### src/rtl/fwe_pkg.sv
// Shared types, widths and codes for the watermark-event handle queue.
package fwe_pkg;

    localparam int QUEUE_DEPTH  = 256;
    localparam int HANDLE_WIDTH = 32;
    localparam int PTR_W        = $clog2(QUEUE_DEPTH);
    localparam int COUNT_W      = $clog2(QUEUE_DEPTH + 1);
    localparam int HIGH_W       = 9;
    localparam int LOW_W        = 8;
    localparam int STATUS_W     = 2;
    localparam int CFG_IDX_W    = 2;
    localparam int CFG_DATA_W   = 9;
    localparam int STEP_W       = $clog2(COUNT_W + 1);

    typedef enum logic {
        OP_PUSH = 1'b0,
        OP_POP  = 1'b1
    } op_t;

    typedef enum logic [STATUS_W-1:0] {
        STATUS_DONE  = 2'd0,
        STATUS_EMPTY = 2'd1,
        STATUS_FULL  = 2'd2
    } status_t;

    typedef enum logic [CFG_IDX_W-1:0] {
        REG_HIGH_MARK = 2'd0,
        REG_LOW_MARK  = 2'd1,
        REG_LOW_EN    = 2'd2
    } cfg_idx_t;

    typedef enum logic [1:0] {
        ST_IDLE,
        ST_MOD_WAIT,
        ST_FINISH
    } seq_state_t;

    // Request to the shared remainder unit.
    typedef struct packed {
        logic               start;
        logic [COUNT_W-1:0] dividend;
        logic [HIGH_W-1:0]  divisor;
    } mod_req_t;

    // Answer from the shared remainder unit.
    typedef struct packed {
        logic               done;
        logic [HIGH_W-1:0]  remainder;
    } mod_rsp_t;

endpackage

### src/rtl/fwe_mod_unit.sv
// Shared remainder unit: restoring division, one quotient bit per cycle.
module fwe_mod_unit (
    input  logic              clk,
    input  logic              rst_n,
    input  fwe_pkg::mod_req_t req,
    output fwe_pkg::mod_rsp_t rsp
);
    import fwe_pkg::*;

    logic                busy_reg, busy_next;
    logic                done_reg, done_next;
    logic [STEP_W-1:0]   step_reg, step_next;
    logic [HIGH_W-1:0]   rem_reg, rem_next;
    logic [COUNT_W-1:0]  dvd_reg, dvd_next;
    logic [HIGH_W-1:0]   dvs_reg, dvs_next;
    logic [HIGH_W:0]     trial;

    always_ff @(posedge clk or negedge rst_n)
    begin
        if (!rst_n)
        begin
            busy_reg <= 1'b0;
            done_reg <= 1'b0;
            step_reg <= '0;
        end
        else
        begin
            busy_reg <= busy_next;
            done_reg <= done_next;
            step_reg <= step_next;
        end
    end

    always_ff @(posedge clk)
    begin
        rem_reg <= rem_next;
        dvd_reg <= dvd_next;
        dvs_reg <= dvs_next;
    end

    always_comb
    begin
        busy_next = busy_reg;
        done_next = 1'b0;
        step_next = step_reg;
        rem_next  = rem_reg;
        dvd_next  = dvd_reg;
        dvs_next  = dvs_reg;
        trial     = {rem_reg, dvd_reg[COUNT_W-1]};
        if (req.start)
        begin
            busy_next = 1'b1;
            step_next = '0;
            rem_next  = '0;
            dvd_next  = req.dividend;
            dvs_next  = req.divisor;
        end
        else if (busy_reg)
        begin
            // The partial remainder stays below the divisor, so it fits HIGH_W bits.
            if (trial >= {1'b0, dvs_reg})
            begin
                rem_next = HIGH_W'(trial - {1'b0, dvs_reg});
            end
            else
            begin
                rem_next = HIGH_W'(trial);
            end
            dvd_next  = {dvd_reg[COUNT_W-2:0], 1'b0};
            step_next = step_reg + 1'b1;
            if (step_reg == STEP_W'(COUNT_W - 1))
            begin
                busy_next = 1'b0;
                done_next = 1'b1;
            end
        end
    end

    assign rsp.done      = done_reg;
    assign rsp.remainder = rem_reg;

endmodule

### config.mk
export PLATFORM = sky130hd
export DESIGN_NAME = fwe_mod_unit
export DESIGN_NICKNAME = d
export VERILOG_FILES = /design/src/rtl/fwe_pkg.sv /design/src/rtl/fwe_mod_unit.sv
export SDC_FILE = /design/constraint.sdc
export NUM_CORES = 1
export LEC_CHECK = 0
export ABC_AREA = 1
export BUFFER_PORTS_ARGS = -buffer_cell sky130_fd_sc_hd__buf_2
export CAP_MARGIN = 15
export CORE_ASPECT_RATIO = 0.75
export CORE_MARGIN = 2
export CORE_UTILIZATION = 35
export CTS_CLUSTER_DIAMETER = 200
export CTS_CLUSTER_SIZE = 30
export DETAILED_ROUTE_END_ITERATION = 7
export HOLD_SLACK_MARGIN = 0.05
export PLACE_DENSITY = 0.65
export SETUP_SLACK_MARGIN = 0.2
export SLEW_MARGIN = 20
export SYNTH_ARGS = -nofsm -noshare
export SYNTH_HDL_FRONTEND = slang
export SYNTH_SLANG_ARGS = --single-unit
### constraint.sdc
create_clock -name clk -period 3.61 [get_ports clk]
set_input_delay 0.1805 -clock clk [delete_from_list [all_inputs] [get_ports clk]]
set_output_delay 0.1805 -clock clk [all_outputs]
set_load 0.02 [all_outputs]
# [Yosys cells after proc, flatten, opt, wreduce, memory -nomap -nowiden]
# Index checks and enable logic that the tools add are counted.
[totals] output_inout_bits=10 elab_cells=22 regBits=33 inputBits=21
[op_classes] muxes=11 n_lt_le_gt_ge=1 reduce_logical=1 eq_ne=1 n_addsub=2
[ops] cell="$mux 9" count=3
[ops] cell="$ge 10x9->1" count=1
[ops] cell="$sub 9x9->9" count=1
[ops] cell="$mux 4" count=2
[ops] cell="$mux 1" count=6
[ops] cell="$add 4x1->4 const B" count=1
[ops] cell="$eq 4x4->1 const B" count=1
[ops] cell="$reduce_bool 2->1" count=1

# [Longest topological paths before layout]
[logic_depth] word_depth=4 depth_mapped=13 ltp_nobuf=13

# [Worst setup path before layout]
# No wires, ideal clock.
[synth_path] path_type="register to register" start="reg dvd_reg[8]" end="reg rem_reg[5]" synth_period_minus_slack_ns=1.689 t_required_ns=3.551 arrival_ns=1.630 slack_ns=1.921 stages_incl_launch_ff=14 path_cell_list="edfxtp_1 inv_1 ha_1 inv_1 fa_1 nand2_1 nand2_1 nand3_2 nand2_2 nand2_4 nand2_4 nand2_1 nand3_1 nand2_1"
[synth_between] elab_chain_len=2
[synth_lines] item="start, declared" line="fwe_mod_unit.sv:14" source="logic [COUNT_W-1:0] dvd_reg, dvd_next;"
[synth_lines] item="start signal, assigned" line="fwe_mod_unit.sv:37" source="dvd_reg <= dvd_next;"
[synth_lines] item="$sub 9x9->9 or $ge 10x9->1 (tied branches)" line="fwe_mod_unit.sv:63, fwe_mod_unit.sv:61"
[synth_lines] item="$mux 9 (*)" line="fwe_mod_unit.sv:61" source="if (trial >= {1'b0, dvs_reg})"
[synth_lines] item="end signal, assigned" line="fwe_mod_unit.sv:36" source="rem_reg <= rem_next;"
[synth_lines] item="end, declared" line="fwe_mod_unit.sv:13" source="logic [HIGH_W-1:0] rem_reg, rem_next;"
# Mark *: on every way between the ends. The rest lies on a longest branch, timed or not.
# A chain may end at the register's enable or synchronous reset.

# [Worst setup path in the final report]
[layout_path] start="reg dvd_reg[8]" end="reg rem_reg[7]"
# The elaborated chain is that of the path after synthesis.

==> impl_metrics.csv <==
group,metric,value,unit
outcome,status,"complete, no violations",
floorplan,chipHeight,67.0,um
layout,syn_to_final_growth,19.1,%
setup_path,required,3.84,ns
logic_synthesis,postSynthAreaPerCell,8.23,um2
drt,drt_pass1_iterations,4,
floorplan,die-area,5890,um2
layout,nNetsFinal,294,
sta,hold_viol_final,0,
logic_synthesis,synth_top_cell_area_share,0.292,
sta,fmax,528,MHz
floorplan,fp-row-count,22,
global_routing,grt_pass1_vias,1368,
sta,drv_slew,0,
logic_synthesis,synthCells,225,
global_routing,grt_use_total,0.144,
clocking,clk_path_buf_depth,2,
power_and_ir_drop,ir_worst_vdd,0.236,mV
setup_path,cp_max_fo,10,
sta,setup_violations,0,
setup_path,arrival,2.12,ns
logic_synthesis,synth.distinct_cells,27,
drt,drt-initial-drc-count,50,
clocking,htreeDepth,2,
logic_synthesis,ys_ff_latch,33,
sta,tightest_slew,0.488,ns
clocking,cts_sinks,33,
job,cap_violations,0,
logic_synthesis,postSynthNetCount,258,
clocking,cts_tree,"built",
logic_synthesis,ys_seq_area_frac,0.470,
worst_hold_path,holdCritPathClass,"input port to flop",
logic_synthesis,netlist_area,1850,um2
logic_synthesis,async_reset_ff_frac,0.182,
placement,gp_congestion,0.839,
logic_synthesis,synth_area_leaders,"edfxtp_1, nand2_1, dfxtp_1",
sta,finClkSkew,0.00778,ns
sta,slew-limit-headroom,0.674,
clocking,cts-root-buf,"clkbuf_8",
layout,multi_input_area,850,um2
power_and_ir_drop,power.density,664,nW/um2
floorplan,die-width,88.0,um
worst_hold_path,timing.hold.worst_path_depth,1,
logic_synthesis,yosys.area.top_type,"edfxtp_1",
floorplan,io_pins,31,
clocking,cts-buffers-inserted,5,
clocking,insertion_delay,0.28,ns
sta,rsz0062_at_grt,"no",
drt,drc_errors,0,
drt,ant_nets,0,
global_routing,grt_overflow_total,0,
setup_path,worstRegToRegCells,13,
placement,hpwl,2840,um
placement,portBuffers,30,
floorplan,coreArea,4980,um2
global_routing,antenna_found_initial,0,
clocking,cts.clk_slew.worst_paths,0.07,ns
global_routing,grt_start_max_net_pins,23,
drt,viasPerCell,4.44,
layout,drive_gt1_frac,0.183,
power_and_ir_drop,power.static_leakage,1.17,nW
logic_synthesis,synth_ff_type,"edfxtp_1",
setup_path,start_kind,"flop",
drt,wire_per_inst,11.3,um
layout,n_fill_cell,498,
sta,tns,0,ns
floorplan,start_util,0.372,
layout,antenna_cells,0,
setup_path,crit_type,"flop to flop",
layout,seq_area,871,um2
logic_synthesis,ys_warn_count,0,
layout,post-route-util,0.442,
setup_path,cp-end-kind,"flop",
sta,fin_crit_sh,0.524,
sta,min_period,1.89,ns
drt,vias,1482,
global_routing,grt_pass1_wl,6400,um
drt,postRouteWirelength,3780,um
logic_synthesis,synth_edf_count,18,
-- power by group --
group	leakage (nW)	switching [mW]	internal, mW
Combinational	0.771	0.370	0.234
Sequential	0.339	0.0581	0.457
Clock	0.0552	0.139	0.205
Total	1.17	0.567	0.896
-- timing repair --
action                                  4_1_cts  5_1_grt
setup buffers                                 0        0
hold buffers                                  1        1
resized for setup                             0        0
hold endpoints to repair                      6        1
endpoints found under the setup margin        0        0
-- critical path, cell delays in order (launching register included) --
cell and delay [ns]:
edfxtp_1 0.36, inv_1 0.09, ha_1 0.14, inv_1 0.06
fa_1 0.40, nand2_1 0.08, nand2_1 0.09, nand3_2 0.08
nand2_2 0.07, nand2_4 0.12, nand2_4 0.09, nand2_1 0.09
nand3_1 0.07, nand2_1 0.07
-- synthesized netlist by cell type (all sizes together), types with 2 or more instances --
| cell type | number |
|---|---|
| clkbuf | 2 |
| nand3 | 18 |
| o21ai | 2 |
| nand2 | 94 |
| nand3b | 9 |
| dfxtp | 9 |
| ha | 11 |
| dfrtp | 6 |
| nor2 | 9 |
| xnor2 | 2 |
| edfxtp | 18 |
| a21oi | 6 |
| inv | 30 |
-- cell type report --
cell class,count,area share
clock inverter,2,0.0159
tap,72,0.0409
multi-input combinational,158,0.385
clock buffer,6,0.0329
timing repair buffer,32,0.0772
sequential,33,0.395
inverter,31,0.0528
-- through the flow --
step                std cells  cell area (um2)  worst slack (ns)  power [mW]  hold slack, ns
floorplan                 225             1850              1.92       0.968          -0.115
global placement          324             2080              1.80        1.12          0.0137
detailed placement        324             2080              1.74        1.12          0.0188
CTS                       333             2190              1.72        1.47          0.0566
global route              334             2200              1.53        1.58          0.0591
finish                    334             2200              1.72        1.46          0.0688
-- worst paths after layout --
check,slack [ns],end,startpoint
worst max-delay path,1.72,rem_reg[7],dvd_reg[8]
worst min-delay path,0.07,dvs_reg[5],req[5]
worst max register to register,1.72,rem_reg[7],dvd_reg[8]
worst min register to register,0.50,rem_reg[1],rem_reg[1]
max in group asynchronous,3.21,step_reg[0],rst_n
min in group asynchronous,0.25,step_reg[1],rst_n
-- placed cells by master, fill, tap and decap left out, types with 5 or more instances in the layout --
| cell | instances |
|---|---|
| dfrtp_1 | 6 |
| nand3b_1 | 9 |
| ha_1 | 11 |
| nand3_1 | 17 |
| clkbuf_8 | 5 |
| a21oi_1 | 5 |
| edfxtp_1 | 18 |
| nand2_1 | 90 |
| dfxtp_1 | 9 |
| nor2_1 | 6 |
| buf_2 | 30 |
| inv_1 | 30 |
-- layer usage --
metal | wire length, um | vias up | global-route usage
met5 | 0 | - | 0
met4 | 10 | 0 | 0.0365
met3 | 234 | 2 | 0.0397
met2 | 1560 | 36 | 0.204
met1 | 1970 | 658 | 0.214
li1 | - | 786 | -
-- cell families (layout without fill, tap and decap cells) --
logic type | count (synthesis) | count (layout) | synth area share
AND/OR/NAND/NOR | 134 | 134 | 0.328
buffers and inverters | 34 | 71 | 0.0709
AO/OA/AOI/OAI | 9 | 9 | 0.0311
adder cells (fa/ha/maj) | 12 | 12 | 0.0851
XOR/XNOR | 3 | 3 | 0.0142
flip-flops | 33 | 33 | 0.470
Note: power is estimated with default switching activity, not from simulation.
